[src/rtl/core/bb2d_pkg.sv]
// Shared types and constants for the 2x2 box blur with decay.
`timescale 1ns / 1ps
package bb2d_pkg;

  localparam int unsigned MAX_WIDTH  = 62;
  localparam int unsigned MAX_HEIGHT = 64;
  localparam int unsigned NCELL      = MAX_WIDTH + 1;

  localparam int unsigned PIX_W  = 8;
  localparam int unsigned COL_W  = 6;
  localparam int unsigned ROW_W  = 6;
  localparam int unsigned WID_W  = 6;
  localparam int unsigned HGT_W  = 7;
  localparam int unsigned IDX_W  = 2;
  localparam int unsigned DATA_W = 8;

  localparam logic [WID_W-1:0] WIDTH_MIN  = WID_W'(2);
  localparam logic [WID_W-1:0] WIDTH_MAX  = WID_W'(MAX_WIDTH);
  localparam logic [HGT_W-1:0] HEIGHT_MIN = HGT_W'(2);
  localparam logic [HGT_W-1:0] HEIGHT_MAX = HGT_W'(MAX_HEIGHT);

  localparam logic [WID_W-1:0] WIDTH_RST  = WID_W'(45);
  localparam logic [HGT_W-1:0] HEIGHT_RST = HGT_W'(35);
  localparam logic [PIX_W-1:0] DECAY_RST  = PIX_W'(8);
  localparam logic             BORDER_RST = 1'b1;

  typedef enum logic [IDX_W-1:0] {
    REG_FRAME_WIDTH  = 2'd0,
    REG_FRAME_HEIGHT = 2'd1,
    REG_DECAY_AMOUNT = 2'd2,
    REG_CLEAR_BORDER = 2'd3
  } cfg_reg_e;

  typedef enum logic {
    ST_RUN,
    ST_FLUSH
  } state_e;

  typedef struct packed {
    logic [PIX_W-1:0] pixel_out;
    logic             last_of_frame;
  } res_t;

  // Drive for the row of window cells.
  typedef struct packed {
    logic             shift;
    logic [PIX_W-1:0] ins_pix;
    logic [WID_W-1:0] width;
  } chain_ctl_t;

endpackage

[src/rtl/core/bb2d_if.sv]
// Valid/ready channel interfaces: pixel input, result output, register writes.
`timescale 1ns / 1ps
interface bb2d_pix_if import bb2d_pkg::*; ();
  logic             valid;
  logic             ready;
  logic [PIX_W-1:0] pixel_in;

  modport source (output valid, output pixel_in, input ready);
  modport sink   (input valid, input pixel_in, output ready);
endinterface

interface bb2d_res_if import bb2d_pkg::*; ();
  logic             valid;
  logic             ready;
  logic [PIX_W-1:0] pixel_out;
  logic             last_of_frame;

  modport source (output valid, output pixel_out, output last_of_frame, input ready);
  modport sink   (input valid, input pixel_out, input last_of_frame, output ready);
endinterface

interface bb2d_cfg_if import bb2d_pkg::*; ();
  logic              valid;
  logic              ready;
  logic [IDX_W-1:0]  index;
  logic [DATA_W-1:0] data;

  modport source (output valid, output index, output data, input ready);
  modport sink   (input valid, input index, input data, output ready);
endinterface

[src/rtl/core/bb2d_cell.sv]
// One pixel cell of the window chain.
`timescale 1ns / 1ps
module bb2d_cell import bb2d_pkg::*; (
  input  logic             clk_i,
  input  chain_ctl_t       ctl_i,
  input  logic [WID_W-1:0] idx_i,
  input  logic [PIX_W-1:0] next_i,
  output logic [PIX_W-1:0] pix_o
);

  logic [PIX_W-1:0] pix_q, pix_d;

  // The cell at the row width takes the new pixel; lower cells take their neighbor.
  assign pix_d = (idx_i == ctl_i.width) ? ctl_i.ins_pix : next_i;

  always_ff @(posedge clk_i) begin
    if (ctl_i.shift) begin
      pix_q <= pix_d;
    end
  end

  assign pix_o = pix_q;

endmodule

[src/rtl/core/bb2d_out_buf.sv]
// Two-entry result buffer between the core and the output channel.
`timescale 1ns / 1ps
module bb2d_out_buf import bb2d_pkg::*; (
  input  logic              clk_i,
  input  logic              rst_ni,
  input  logic              push_valid_i,
  output logic              push_ready_o,
  input  res_t              push_data_i,
  bb2d_res_if.source        out_o
);

  res_t       ent_q [2];
  logic       wr_q, wr_d;
  logic       rd_q, rd_d;
  logic [1:0] cnt_q, cnt_d;
  logic       push, pop;

  assign push_ready_o      = (cnt_q != 2'd2);
  assign out_o.valid         = (cnt_q != 2'd0);
  assign out_o.pixel_out     = ent_q[rd_q].pixel_out;
  assign out_o.last_of_frame = ent_q[rd_q].last_of_frame;

  assign push = push_valid_i && push_ready_o;
  assign pop  = out_o.valid && out_o.ready;

  always_comb begin
    wr_d  = push ? ~wr_q : wr_q;
    rd_d  = pop ? ~rd_q : rd_q;
    cnt_d = cnt_q + 2'(push) - 2'(pop);
  end

  always_ff @(posedge clk_i or negedge rst_ni) begin
    if (!rst_ni) begin
      wr_q  <= 1'b0;
      rd_q  <= 1'b0;
      cnt_q <= 2'd0;
    end else begin
      wr_q  <= wr_d;
      rd_q  <= rd_d;
      cnt_q <= cnt_d;
    end
  end

  always_ff @(posedge clk_i) begin
    if (push) begin
      ent_q[wr_q] <= push_data_i;
    end
  end

endmodule

[src/rtl/core/bb2d_ctrl.sv]
// Frame counters, registers, blur arithmetic and end-of-frame flush sequencer.
`timescale 1ns / 1ps
module bb2d_ctrl import bb2d_pkg::*; (
  input  logic             clk_i,
  input  logic             rst_ni,
  bb2d_pix_if.sink         in_i,
  bb2d_cfg_if.sink         cfg_i,
  input  logic [PIX_W-1:0] cell0_i,
  input  logic [PIX_W-1:0] cell1_i,
  input  logic             push_ready_i,
  output logic             push_valid_o,
  output res_t             push_data_o,
  output chain_ctl_t       chain_o,
  output logic             flushing_o
);

  state_e           state_q, state_d;
  logic [COL_W-1:0] fcnt_q, fcnt_d;
  logic [COL_W-1:0] col_q, col_d;
  logic [ROW_W-1:0] row_q, row_d;
  logic [PIX_W-1:0] prev_q;
  logic [WID_W-1:0] width_q;
  logic [HGT_W-1:0] height_q;
  logic [PIX_W-1:0] decay_q;
  logic             border_q;

  logic [WID_W-1:0] w_eff, w_m1;
  logic [HGT_W-1:0] h_eff, h_m1;
  logic             acc, last, res_ok, on_border;
  logic [PIX_W-1:0] cur;
  logic [9:0]       sum;
  logic [PIX_W-1:0] avg, dot;
  logic             cfg_wr;

  assign cfg_i.ready = 1'b1;
  assign cfg_wr      = cfg_i.valid;

  always_comb begin
    w_eff = width_q;
    if (width_q < WIDTH_MIN) w_eff = WIDTH_MIN;
    if (width_q > WIDTH_MAX) w_eff = WIDTH_MAX;
    h_eff = height_q;
    if (height_q < HEIGHT_MIN) h_eff = HEIGHT_MIN;
    if (height_q > HEIGHT_MAX) h_eff = HEIGHT_MAX;
  end

  assign w_m1 = w_eff - WID_W'(1);
  assign h_m1 = h_eff - HGT_W'(1);

  assign last      = ({1'b0, row_q} >= h_m1) && (col_q >= w_m1);
  assign on_border = (row_q == '0) || ({1'b0, row_q} >= h_m1) ||
                     (col_q == '0) || (col_q >= w_m1);
  assign cur       = (border_q && on_border) ? '0 : in_i.pixel_in;
  // Position reaches width+1 from row 2 on, or row 1 past column 0.
  assign res_ok    = (row_q >= ROW_W'(2)) || ((row_q == ROW_W'(1)) && (col_q != '0));

  assign sum = 10'(cell0_i) + 10'(cell1_i) + 10'(prev_q) + 10'(cur);
  assign avg = sum[9:2];
  assign dot = (avg <= decay_q) ? '0 : avg - decay_q;

  assign in_i.ready = (state_q == ST_RUN) && push_ready_i;
  assign acc        = in_i.valid && in_i.ready;
  assign flushing_o = (state_q == ST_FLUSH);

  always_comb begin
    state_d         = state_q;
    fcnt_d          = fcnt_q;
    col_d           = col_q;
    row_d           = row_q;
    push_valid_o    = 1'b0;
    push_data_o     = '{pixel_out: dot, last_of_frame: 1'b0};
    chain_o.shift   = 1'b0;
    chain_o.ins_pix = cur;
    chain_o.width   = w_eff;
    case (state_q)
      ST_RUN: begin
        if (acc) begin
          chain_o.shift = 1'b1;
          push_valid_o  = res_ok;
          if (last) begin
            col_d   = '0;
            row_d   = '0;
            fcnt_d  = COL_W'(w_eff) + COL_W'(1);
            state_d = ST_FLUSH;
          end else if (col_q >= w_m1) begin
            col_d = '0;
            row_d = row_q + ROW_W'(1);
          end else begin
            col_d = col_q + COL_W'(1);
          end
        end
      end
      ST_FLUSH: begin
        // Tail pixels leave oldest first from the low end of the chain.
        if (push_ready_i) begin
          chain_o.shift = 1'b1;
          push_valid_o  = 1'b1;
          push_data_o   = '{pixel_out: cell0_i, last_of_frame: (fcnt_q == COL_W'(1))};
          fcnt_d        = fcnt_q - COL_W'(1);
          if (fcnt_q == COL_W'(1)) begin
            state_d = ST_RUN;
          end
        end
      end
      default: begin
        state_d = ST_RUN;
      end
    endcase
    if (cfg_wr && ((cfg_reg_e'(cfg_i.index) == REG_FRAME_WIDTH) ||
                   (cfg_reg_e'(cfg_i.index) == REG_FRAME_HEIGHT))) begin
      col_d = '0;
      row_d = '0;
    end
  end

  always_ff @(posedge clk_i or negedge rst_ni) begin
    if (!rst_ni) begin
      state_q  <= ST_RUN;
      fcnt_q   <= '0;
      col_q    <= '0;
      row_q    <= '0;
      width_q  <= WIDTH_RST;
      height_q <= HEIGHT_RST;
      decay_q  <= DECAY_RST;
      border_q <= BORDER_RST;
    end else begin
      state_q <= state_d;
      fcnt_q  <= fcnt_d;
      col_q   <= col_d;
      row_q   <= row_d;
      if (cfg_wr) begin
        case (cfg_reg_e'(cfg_i.index))
          REG_FRAME_WIDTH:  width_q  <= cfg_i.data[WID_W-1:0];
          REG_FRAME_HEIGHT: height_q <= cfg_i.data[HGT_W-1:0];
          REG_DECAY_AMOUNT: decay_q  <= cfg_i.data[PIX_W-1:0];
          REG_CLEAR_BORDER: border_q <= cfg_i.data[0];
          default: begin
          end
        endcase
      end
    end
  end

  always_ff @(posedge clk_i) begin
    if (acc) begin
      prev_q <= cur;
    end
  end

endmodule

[src/rtl/core/box_blur_2x2_decay_top.sv]
// Top level: 2x2 box blur with decay over a raster pixel stream.
// Throughput: one pixel per cycle unless the output buffer is full or a flush is running.
// Each input transfer yields at most one blurred result, queued in the output buffer.
// End of frame: the last pixel is followed by a flush of width+1 tail pixels, drained
// from the window chain, during which in_i is held not ready.
// Reset: control and registers reset at once (45, 35, 8, 1); window cells hold no reset value.
`timescale 1ns / 1ps
module box_blur_2x2_decay_top import bb2d_pkg::*; (
  input  logic        clk_i,
  input  logic        rst_ni,
  bb2d_pix_if.sink    in_i,
  bb2d_cfg_if.sink    cfg_i,
  bb2d_res_if.source  out_o
);

  logic [PIX_W-1:0] cell_pix [NCELL];
  chain_ctl_t       chain;
  logic             push_valid, push_ready, flushing;
  res_t             push_data;

  bb2d_ctrl u_ctrl (
    .clk_i        (clk_i),
    .rst_ni       (rst_ni),
    .in_i         (in_i),
    .cfg_i        (cfg_i),
    .cell0_i      (cell_pix[0]),
    .cell1_i      (cell_pix[1]),
    .push_ready_i (push_ready),
    .push_valid_o (push_valid),
    .push_data_o  (push_data),
    .chain_o      (chain),
    .flushing_o   (flushing)
  );

  for (genvar k = 0; k < NCELL; k++) begin : g_cell
    logic [PIX_W-1:0] next_pix;
    if (k == NCELL - 1) begin : g_end
      assign next_pix = chain.ins_pix;
    end else begin : g_mid
      assign next_pix = cell_pix[k+1];
    end
    bb2d_cell u_cell (
      .clk_i  (clk_i),
      .ctl_i  (chain),
      .idx_i  (WID_W'(k)),
      .next_i (next_pix),
      .pix_o  (cell_pix[k])
    );
  end

  bb2d_out_buf u_out_buf (
    .clk_i        (clk_i),
    .rst_ni       (rst_ni),
    .push_valid_i (push_valid),
    .push_ready_o (push_ready),
    .push_data_i  (push_data),
    .out_o        (out_o)
  );

  a_push_has_room: assert property (@(posedge clk_i) disable iff (!rst_ni)
    push_valid |-> push_ready)
    else $error("result pushed into a full output buffer");

  a_in_needs_room: assert property (@(posedge clk_i) disable iff (!rst_ni)
    (in_i.valid && in_i.ready) |-> (push_ready && !flushing))
    else $error("input taken without room for its result or during flush");

  a_stall_reason: assert property (@(posedge clk_i) disable iff (!rst_ni)
    !in_i.ready |-> (flushing || !push_ready))
    else $error("input stalled with no flush and free output room");

endmodule

[src/flat_wrapper.sv]
// flat-port wrapper written by rule: the top's interface ports become plain ports
module box_blur_2x2_decay_top_flat import bb2d_pkg::*;
  (clk_i, rst_ni, in_i_valid, in_i_pixel_in, in_i_ready, cfg_i_valid, cfg_i_index, cfg_i_data, cfg_i_ready, out_o_valid, out_o_pixel_out, out_o_last_of_frame, out_o_ready);
  bb2d_pix_if in_i_i ();
  bb2d_cfg_if cfg_i_i ();
  bb2d_res_if out_o_i ();
  input  logic clk_i;
  input  logic rst_ni;
  input wire logic [$bits(in_i_i.valid)-1:0] in_i_valid;
  input wire logic [$bits(in_i_i.pixel_in)-1:0] in_i_pixel_in;
  output wire logic [$bits(in_i_i.ready)-1:0] in_i_ready;
  input wire logic [$bits(cfg_i_i.valid)-1:0] cfg_i_valid;
  input wire logic [$bits(cfg_i_i.index)-1:0] cfg_i_index;
  input wire logic [$bits(cfg_i_i.data)-1:0] cfg_i_data;
  output wire logic [$bits(cfg_i_i.ready)-1:0] cfg_i_ready;
  output wire logic [$bits(out_o_i.valid)-1:0] out_o_valid;
  output wire logic [$bits(out_o_i.pixel_out)-1:0] out_o_pixel_out;
  output wire logic [$bits(out_o_i.last_of_frame)-1:0] out_o_last_of_frame;
  input wire logic [$bits(out_o_i.ready)-1:0] out_o_ready;
  assign in_i_i.valid = in_i_valid;
  assign in_i_i.pixel_in = in_i_pixel_in;
  assign in_i_ready = in_i_i.ready;
  assign cfg_i_i.valid = cfg_i_valid;
  assign cfg_i_i.index = cfg_i_index;
  assign cfg_i_i.data = cfg_i_data;
  assign cfg_i_ready = cfg_i_i.ready;
  assign out_o_valid = out_o_i.valid;
  assign out_o_pixel_out = out_o_i.pixel_out;
  assign out_o_last_of_frame = out_o_i.last_of_frame;
  assign out_o_i.ready = out_o_ready;
  box_blur_2x2_decay_top u_core (.clk_i(clk_i), .rst_ni(rst_ni), .in_i(in_i_i), .cfg_i(cfg_i_i), .out_o(out_o_i));
endmodule
[config.mk]
export PLATFORM = sky130hd
export DESIGN_NAME = box_blur_2x2_decay_top_flat
export DESIGN_NICKNAME = d
export VERILOG_FILES = /design/src/rtl/core/bb2d_pkg.sv /design/src/rtl/core/bb2d_if.sv /design/src/rtl/core/bb2d_cell.sv /design/src/rtl/core/bb2d_out_buf.sv /design/src/rtl/core/bb2d_ctrl.sv /design/src/rtl/core/box_blur_2x2_decay_top.sv /design/src/flat_wrapper.sv
export SDC_FILE = /design/constraint.sdc
export NUM_CORES = 1
export LEC_CHECK = 0
export BUFFER_PORTS_ARGS = -buffer_cell sky130_fd_sc_hd__buf_2
export CORE_MARGIN = 1
export CORE_UTILIZATION = 30
export CTS_CLUSTER_SIZE = 24
export DETAILED_ROUTE_END_ITERATION = 16
export SLEW_MARGIN = 15
export SYNTH_ARGS = -nofsm -noshare
export SYNTH_HDL_FRONTEND = slang
export SYNTH_HIERARCHICAL = 1
export SYNTH_SLANG_ARGS = --single-unit
[constraint.sdc]
create_clock -name clk_i -period 14.8 [get_ports clk_i]
set_input_delay 1.48 -clock clk_i [delete_from_list [all_inputs] [get_ports clk_i]]
set_output_delay 1.48 -clock clk_i [all_outputs]
set_load 0.05 [all_outputs]
==> Yosys cells after proc, flatten, opt, wreduce, memory -nomap -nowiden <==
Memory sizes are Yosys's and may differ from the RTL's.
Index checks and enable logic that the tools add are counted.
{ "word_totals": {"regBits": 557, "output_inout_bits": 12, "mem_count": 1, "in_bits": 23, "ram_bits": 18, "wordCells": 294} }
{ "op_classes": {"add_sub_neg": 12, "n_lt_le_gt_ge": 8, "n_eq_ne": 71, "bitwise_logic": 3, "mux": 96, "reduce_logical": 28} }
{ "memory_table": {"columns": ["memory", "depth", "width", "rd", "rd_ports_with_merged_regs", "write_ports", "line_no", "rtl"], "rows": [
  ["u_core.u_out_buf.ent_q", 2, 9, 1, 0, 1, "bb2d_out_buf.sv:12", "res_t ent_q [2];"]
]} }
{ "ops": {"columns": ["op", "n"], "rows": [
  ["$mux 8", 64],
  ["$eq 6x6->1 const A", 30],
  ["$eq 5x6->1 const A", 16],
  ["$mux 6", 15],
  ["$eq 4x6->1 const A", 8],
  ["$eq 3x6->1 const A", 4],
  ["$add 6x1->6 const B", 3],
  ["$logic_not 6->1", 3],
  ["$mux 9", 2],
  ["$mux 7", 2],
  ["$eq 2x6->1 const A", 2],
  ["$eq 6x1->1 const B", 2],
  ["$pmux 6 s2", 1],
  ["$sub 6x1->6 const B", 2],
  ["$add 10x8->10", 1],
  ["$add 9x8->10", 1],
  ["$reduce_and 2->1", 5],
  ["$add 8x8->9", 1],
  ["$mux 1", 9],
  ["$le 8x8->1", 1],
  ["$logic_and 1x1->1", 8],
  ["$ne 2x2->1 const B", 4],
  ["$sub 8x8->8", 1],
  ["$ge 6x7->1", 1],
  ["other kinds (21)", 32]
]} }

==> Depth between registers and ports, before layout <==
Gate-level depths: netlist of run 1.
{ "depth": {"ltp_word": 15, "mapped_depth": 30, "ltp_nobuf": 29} }

==> Hierarchy <==
Netlist of run 1, hierarchy kept.
{ "by_module_without_submodules": {"columns": ["mod", "cells_per_inst", "seq_area_each_um2", "n_inst", "area_each_um2"], "rows": [
  ["bb2d_cell", 24, 240.2, 63, 405.4],
  ["bb2d_ctrl", 410, 1277.5, 1, 4013.8],
  ["bb2d_out_buf", 45, 640.6, 1, 845.8],
  ["box_blur_2x2_decay_top", 2, 0.0, 1, 7.5]
]} }

==> Least setup slack after synthesis of run 1 <==
No wires, ideal clock.
{ "synth_timing": {"kind": "register to register", "startpoint": "register u_core.u_out_buf.cnt_q[1]", "endpoint": "register u_core.g_cell[0].u_cell.pix_q[0] (enable)", "slack_ns": 0.667, "stages_incl_launch_ff": 5, "t_arrival_ns": 13.172, "synth_period_minus_slack_ns": 14.133, "n_path_buf": 0, "path_cell_list": "dfrtp_1 > nand2b_1 > nor2b_1 > nand2_1 > nand2b_1"} }
{ "synth_rtl": {"columns": ["element", "line_no", "rtl"], "rows": [
  ["start: declaration", "bb2d_out_buf.sv:15", "logic [1:0] cnt_q, cnt_d;"],
  ["start signal: assignment", "bb2d_out_buf.sv:40", "cnt_q <= cnt_d;"],
  ["end signal: assignment", "bb2d_cell.sv:18", "pix_q <= pix_d;"],
  ["end: declaration", "bb2d_cell.sv:11", "logic [PIX_W-1:0] pix_q, pix_d;"]
]} }

==> run metrics, run 1 <==
count leader, synth edfxtp_1; Critical Path Source Type flip-flop; P_sw 2.17 mW; Slew headroom 29.6%; I/O pin total 35; post-synthesis sequential area ratio 56.1%; CTS tree built; post-synthesis async set-or-reset flop share 7.83%; row count 116; #FFs+latches synth 575; Via density 4.24; status completed; per-cell routed wire length 14.3 µm; clk_lat worst skew 0.60 ns; Synth area leaders edfxtp_1 (52%), mux2_2 (19%), xnor2_1 (7.6%); synthesized cell area 30400 µm²; Worst Clk Skew 0.0242 ns; RSZ-0062 raised after global routing false; vias in the first global route 16.5k; post_cts resized 0; Synth area leader edfxtp_1; Netlist cell types 62; ys flop type edfxtp_1; antenna violations before repair 0; Req. time, crit path 15.26 ns; worst-path fanout max 66; FILL cells 9600; Int Pwr 4.56 mW; Setup TNS Final 0 ns; Post-route DRC 0; TritonRoute pass-1 iters 5; measured slew at the worst slew-check pin 1.06 ns; Synth-to-Final Area Change 18.0%; Synth Area per Inst 15.4 µm²; ANT nets after route 0; Die H 320 µm; layout cells sized above 1 30.3%; core area 100000 µm²; H-tree Lvls 3; fin crit share 55.2%; initial DRC count 804; post-synth top area share 52.3%; Sw Share 32.2%; Yosys warning count 6; final hold violation count 0; postcts setup bufs 0; routed via count 16.3k; Max Cap Violations 0; clock network fraction of total power 23.3%; CTS root buffer clkbuf_16; total wire length 55000 µm; largest net degree at the start of global routing 187; worst min path class reg2reg; n_diodes 0; LEAKAGE 12.6 nW; pwr/cell area 188 nW/µm²; initial core utilization 30.3%; Final Setup Violations 0; Post-DP HPWL 32900 µm; Post-synth EDFFs 530; Worst-path clk slew 0.06 ns; min cycle time layout 8.18 ns; peak supply drop 0.169 mV; Syn Inst Count 1969; Overflow after GRT 0; Placer Congestion 0.741; combinational share of power 35.4%; number of buffers created by CTS 67; first-pass GRT wire length 90700 µm; worst-case clock buffer depth 3; CTS Hold Bufs 0; Setup Crit Path Kind reg2reg; Seq pwr share 41.2%; arrival time worst endpoint 8.64 ns; Total GRT Usage 10.9%; fmax 0.122 GHz; commonest cells in the netlist edfxtp_1 (530), mux2_2 (526), xnor2_1 (264), xor2_1 (135), nand4_1 (67); Die X 320 µm; Core Util, Final 35.8%; max-slew violations 0; CP Capture Type flip-flop; die area 103000 µm²; Final #Nets 2532; CTS sink count 575; # port buffers 33
final timing paths:
kind | from | end | slack (ns) | cells after the start
setup / recovery | u_core/u_ctrl/width_q[4]$_DFFE_PN0P_ | u_core/u_out_buf/ent_q[1][7]$_DFFE_PP_ | 6.62 | 24
hold / removal | u_core/u_out_buf/wr_q$_DFFE_PN0N_ | u_core/u_out_buf/wr_q$_DFFE_PN0N_ | 0.49 | 1
setup reg to reg | u_core/u_ctrl/width_q[4]$_DFFE_PN0P_ | u_core/u_out_buf/ent_q[1][7]$_DFFE_PP_ | 6.62 | 24
hold reg to reg | u_core/u_out_buf/wr_q$_DFFE_PN0N_ | u_core/u_out_buf/wr_q$_DFFE_PN0N_ | 0.49 | 1
max in group asynchronous | rst_ni | u_core/u_ctrl/width_q[4]$_DFFE_PN0P_ | 13.39 | 2
min in group asynchronous | rst_ni | u_core/u_ctrl/height_q[4]$_DFFE_PN0P_ | 0.96 | 2
final cells by class:
type | count | area (µm²) | area share (%)
sequential | 575 | 17100 | 47.6
multi-input combinational | 1727 | 14600 | 40.7
clock buffer | 93 | 1840 | 5.12
tap | 1357 | 1700 | 4.73
timing repair buffer | 51 | 325 | 0.907
clock inverter | 23 | 224 | 0.624
inverter | 30 | 118 | 0.328
routing by layer:
layer	vias up	share of wire [%]	global-route usage [%]
met2	137	49	18.6
met5	-	0	0
met1	8073	47	14.2
met4	0	2.0	3.30
li1	8053	-	-
met3	76	2.5	1.82
worst max-delay path, stage by stage, from the launching register on:
cell	delay [ns]
dfrtp_4	0.75
or3_1	0.50
o311ai_1	0.65
ha_1	0.32
nand2_1	0.08
xor2_1	0.14
ha_1	0.32
a21o_1	0.17
a221o_1	0.42
o31ai_4	0.58
and2_2	0.24
buf_4	0.56
fa_1	0.52
ha_1	0.20
a21o_1	0.21
a21oi_1	0.15
nor2b_1	0.08
or4_1	0.49
a21oi_2	0.14
nor3_2	0.06
ha_1	0.35
a41oi_1	0.21
o21ai_0	0.12
a21oi_1	0.47
a32o_1	0.28
registers in the layout, indices dropped and copies added, names as in the netlist:
signal                      cells
u_core/g_cell.u_cell/pix_o    504
u_core/u_ctrl/border_q          1
u_core/u_ctrl/col_q             6
u_core/u_ctrl/decay_q           8
u_core/u_ctrl/fcnt_q            6
u_core/u_ctrl/flushing_o        1
u_core/u_ctrl/height_q          7
u_core/u_ctrl/prev_q            8
u_core/u_ctrl/row_q             6
u_core/u_ctrl/width_q           6
u_core/u_out_buf/cnt_q          2
u_core/u_out_buf/ent_q         18
u_core/u_out_buf/rd_q           1
u_core/u_out_buf/wr_q           1
kinds of logic after synthesis:
group           share of synthesized area, %
flops                                   56.1
mux                                     19.9
xor+xnor                                11.5
simple gates                            7.04
compound gates                          2.08
fa+ha+maj                               2.77
buf+inv                                0.584
other cells                           0.0370
per-stage QoR:
stage          worst slack (ns)  total power, mW  instances  area [µm²]  hold slack (ns)
3_3_place_gp               6.64             5.19       3740       33800            0.478
4_1_cts                    6.55             6.84       3856       35900            0.498
2_1_floorplan             0.667             4.97       2345       31800            0.459
3_5_place_dp               6.59             5.23       3740       33800            0.486
5_1_grt                    6.04             7.18       3856       35900            0.525
6_report                   6.62             6.73       3856       35900            0.494
power by group through the flow:
stage | clock network (mW) | logic, mW | registers (mW)
global route | 1.69 | 2.66 | 2.83
detailed placement | 0 | 2.41 | 2.82
global placement | 0 | 2.38 | 2.81
floorplan | 0 | 1.99 | 2.98
finish | 1.57 | 2.38 | 2.77
CTS | 1.63 | 2.42 | 2.79
cells in the final DEF, fill, tap and decap left out, types with 9 or more instances in the layout:
cell type  netlist  layout
a21oi_1         23      23
nor3_1           9       9
xor2_1         135     135
o21ai_0         19      19
ha_1            40      40
xnor2_1        264     264
buf_2            1      33
nor2_1          25      25
conb_1           3     379
clkbuf_1         9      23
dfrtp_1         36      35
edfxtp_1       530     530
buf_4            2      16
nor3_4          63      63
mux2_1           9       9
nand2_1         28      28
nand3_1         13      13
clkbuf_16        0      70
a21o_1           9       9
nand4_1         67      67
fa_1            17      17
mux2_2         526     526
inv_1           28      26
Power figures use the tool's default switching activity.
==> inputs of run 2 (changes only) <==
--- a/config.mk
+++ b/config.mk
@@ -5,6 +5,7 @@
 export SDC_FILE = /design/constraint.sdc
 export NUM_CORES = 1
 export LEC_CHECK = 0
+export ABC_AREA = 1
 export BUFFER_PORTS_ARGS = -buffer_cell sky130_fd_sc_hd__buf_2
 export CORE_MARGIN = 1
 export CORE_UTILIZATION = 30
==> constraint.sdc (replaced) <==
create_clock -name clk_i -period 7.09 [get_ports clk_i]
set_input_delay 0.709 -clock clk_i [delete_from_list [all_inputs] [get_ports clk_i]]
set_output_delay 0.709 -clock clk_i [all_outputs]
set_load 0.05 [all_outputs]
==> run 2 against run 1 <==
Via count rose by 86%; clock skew shrank 0.0065 ns; clock power is 120% higher; worst hold slack got worse by 0.30 ns; synthesized cell count is 130% higher; sequential power rose to 2.6 times the previous value; design area increased by 31%; maximum frequency rose by 31%; synthesized area rose by 30%; highest routed layer unchanged.
==> run metrics, run 2 <==
measured slew at the worst slew-check pin 1.14 ns; Synth Area in Compound Gates 1.25%; Synth area leader edfxtp_1; worst-case clock buffer depth 3; Core Util, Final 36.2%; # port buffers 33; Synth-to-Final Area Change 19.3%; row count 132; Adder-Cell Fraction of Synth Area 2.13%; post-synth top area share 40.4%; largest family of logic cells by synthesized area simple AND/OR/NAND/NOR gates; clk_lat worst skew 0.61 ns; Synth Area in Simple Gates 45.8%; commonest cells in the netlist nand2_1 (1768), inv_1 (716), edfxtp_1 (530), nand4_1 (509), nand2_2 (266); CTS sink count 575; per-cell routed wire length 12.0 µm; Critical Path Source Type flip-flop; Post-route DRC 0; cell mode on critical path nand2_1; Synth area leaders edfxtp_1 (40%), nand2_1 (17%), nor2_8 (9.6%); Netlist cell types 51; H-tree Lvls 3; post-synthesis xor/xnor area fraction 0.445%; worst path bufs/invs 6; CP delay by family, top simple AND/OR/NAND/NOR gates; worst min path class in2async; final hold violation count 0; #FFs+latches synth 575; CTS root buffer clkbuf_16; post-synthesis sequential area ratio 43.3%; max incr delay on CP 0.66 ns; Post-synth EDFFs 530; commonest non-fill, non-tap cell in the layout nand2_1; Placed Area 44900 µm²; total power 19.1 mW; Worst Clk Skew 0.0177 ns; post-synthesis async set-or-reset flop share 7.83%; ys flop type edfxtp_1; Placer Congestion 0.801; largest net degree at the start of global routing 176; reg-to-reg startpoint u_core/u_ctrl/width_q[2]$_DFFE_PN1P_; initial core utilization 30.3%; Final Setup Violations 0; synthesized cell area 39400 µm²; postcts setup bufs 0; commonest cells after routing, fill and taps aside nand2_1 (1765), conb_1 (757), inv_1 (713); core area 130000 µm²; worst-path fanout max 9; Slew headroom 23.7%; fin cells 7266; fmax 0.161 GHz; CTS tree built; Die H 364 µm; total wire length 87500 µm; Yosys warning count 6; Final Instance Area 47000 µm²; Worst setup startpoint u_core/u_ctrl/width_q[2]$_DFFE_PN1P_; Via density 4.19; Worst-path clk slew 0.06 ns; Final #Nets 5559; Syn Inst Count 4607; status completed; pwr/cell area 407 nW/µm²; LEAKAGE 24.0 nW; ANT nets after route 0; CTS Hold Bufs 0; fin crit share 87.8%; post_cts resized 0; vias in the first global route 27.9k; post-synthesis mux area share 0%; antenna violations before repair 0; arrival time worst endpoint 6.57 ns; routed via count 30.4k; max-slew violations 0; number of buffers created by CTS 67; CP max-delay cell dfstp_4; TritonRoute pass-1 iters 5; n_diodes 0; Die X 364 µm; die area 133000 µm²; layout cells sized above 1 15.2%; I/O pin total 35; max FFs per register 504; CP Capture Type flip-flop; first-pass GRT wire length 145000 µm; initial DRC count 2057; peak supply drop 0.477 mV; Synth Area per Inst 8.55 µm²; Post-DP HPWL 55300 µm; Total GRT Usage 13.4%; min cycle time layout 6.23 ns; Setup Crit Path Kind reg2reg; Req. time, crit path 7.43 ns; Max Cap Violations 0; count leader, synth nand2_1; Cells after DPL 7152; Overflow after GRT 0; RSZ-0062 raised after global routing false
==> run 2: cell types whose count changed after synthesis, sizes merged, moves of 122 or more <==
cell and delta:
inv +688, mux2 -535, nand2 +2007, nand4 +443, nor2 +459, xnor2 -257, xor2 -122
==> run 2: area by class of cell <==
cell class,count,area [µm²]
Inverter,720,2710
Multi-Input combinational cell,4052,22600
Sequential cell,575,17100
Timing Repair Buffer,63,403
Clock buffer,88,1840
Fill cell,13200,83000
Clock inverter,26,258
Tap cell,1742,2180
==> run 2: worst register-to-register path, delay by kind of cell (launching register included) <==
kind            cells  cell delay, ns
simple gates       16            1.95
fa+ha+maj           5            1.58
compound gates      6            0.80
flops               1            0.66
buf+inv             6            0.64
xor+xnor            2            0.34
==> run 2: power by group <==
part	internal [mW]	switching [mW]
sequential	6.52	0.607
clock	2.00	1.38
combinational	2.75	5.86
==> run 2: metal layers <==
| layer | part of all wire (%) | up-vias | track usage, % |
|---|---|---|---|
| met5 | 0 | - | 0 |
| met4 | 2.3 | 0 | 3.42 |
| met3 | 4.4 | 136 | 1.92 |
| met2 | 48 | 553 | 23.0 |
| met1 | 46 | 13700 | 17.6 |
| li1 | - | 16000 | - |
==> run 2: metrics by stage <==
stage          setup WS (ns)  hold WS, ns  setup TNS, ns
2_1_floorplan         -0.850        0.413         -12.03
3_3_place_gp           0.899        0.464              0
3_5_place_dp           0.851        0.474              0
4_1_cts                0.826        0.185              0
5_1_grt                0.384        0.238              0
6_report               0.864        0.192              0
==> run 2: worst paths after layout <==
kind	slack, ns	cells after the start	end
min	0.19	2	u_core/u_ctrl/row_q[2]$_DFFE_PN0P_
max reg2reg	0.86	35	u_core/u_out_buf/ent_q[0][2]$_DFFE_PP_
min reg2reg	0.49	2	u_core/u_ctrl/decay_q[2]$_DFFE_PN0P_
max in group asynchronous	6.43	2	u_core/u_ctrl/width_q[4]$_DFFE_PN0P_
min in group clk_i	0.38	3	u_core/u_out_buf/rd_q$_DFFE_PN0P_
max	0.86	35	u_core/u_out_buf/ent_q[0][2]$_DFFE_PP_
==> run 2: logic make-up (layout without fill, tap and decap cells) <==
logic type               Yosys count  count (layout)
other                              3             757
buffers and inverters            734             897
adder cells (fa/ha/maj)           57              57
flip-flops                       575             575
XOR/XNOR                          20              20
AO/OA/AOI/OAI                     87              87
AND/OR/NAND/NOR                 3131            3131
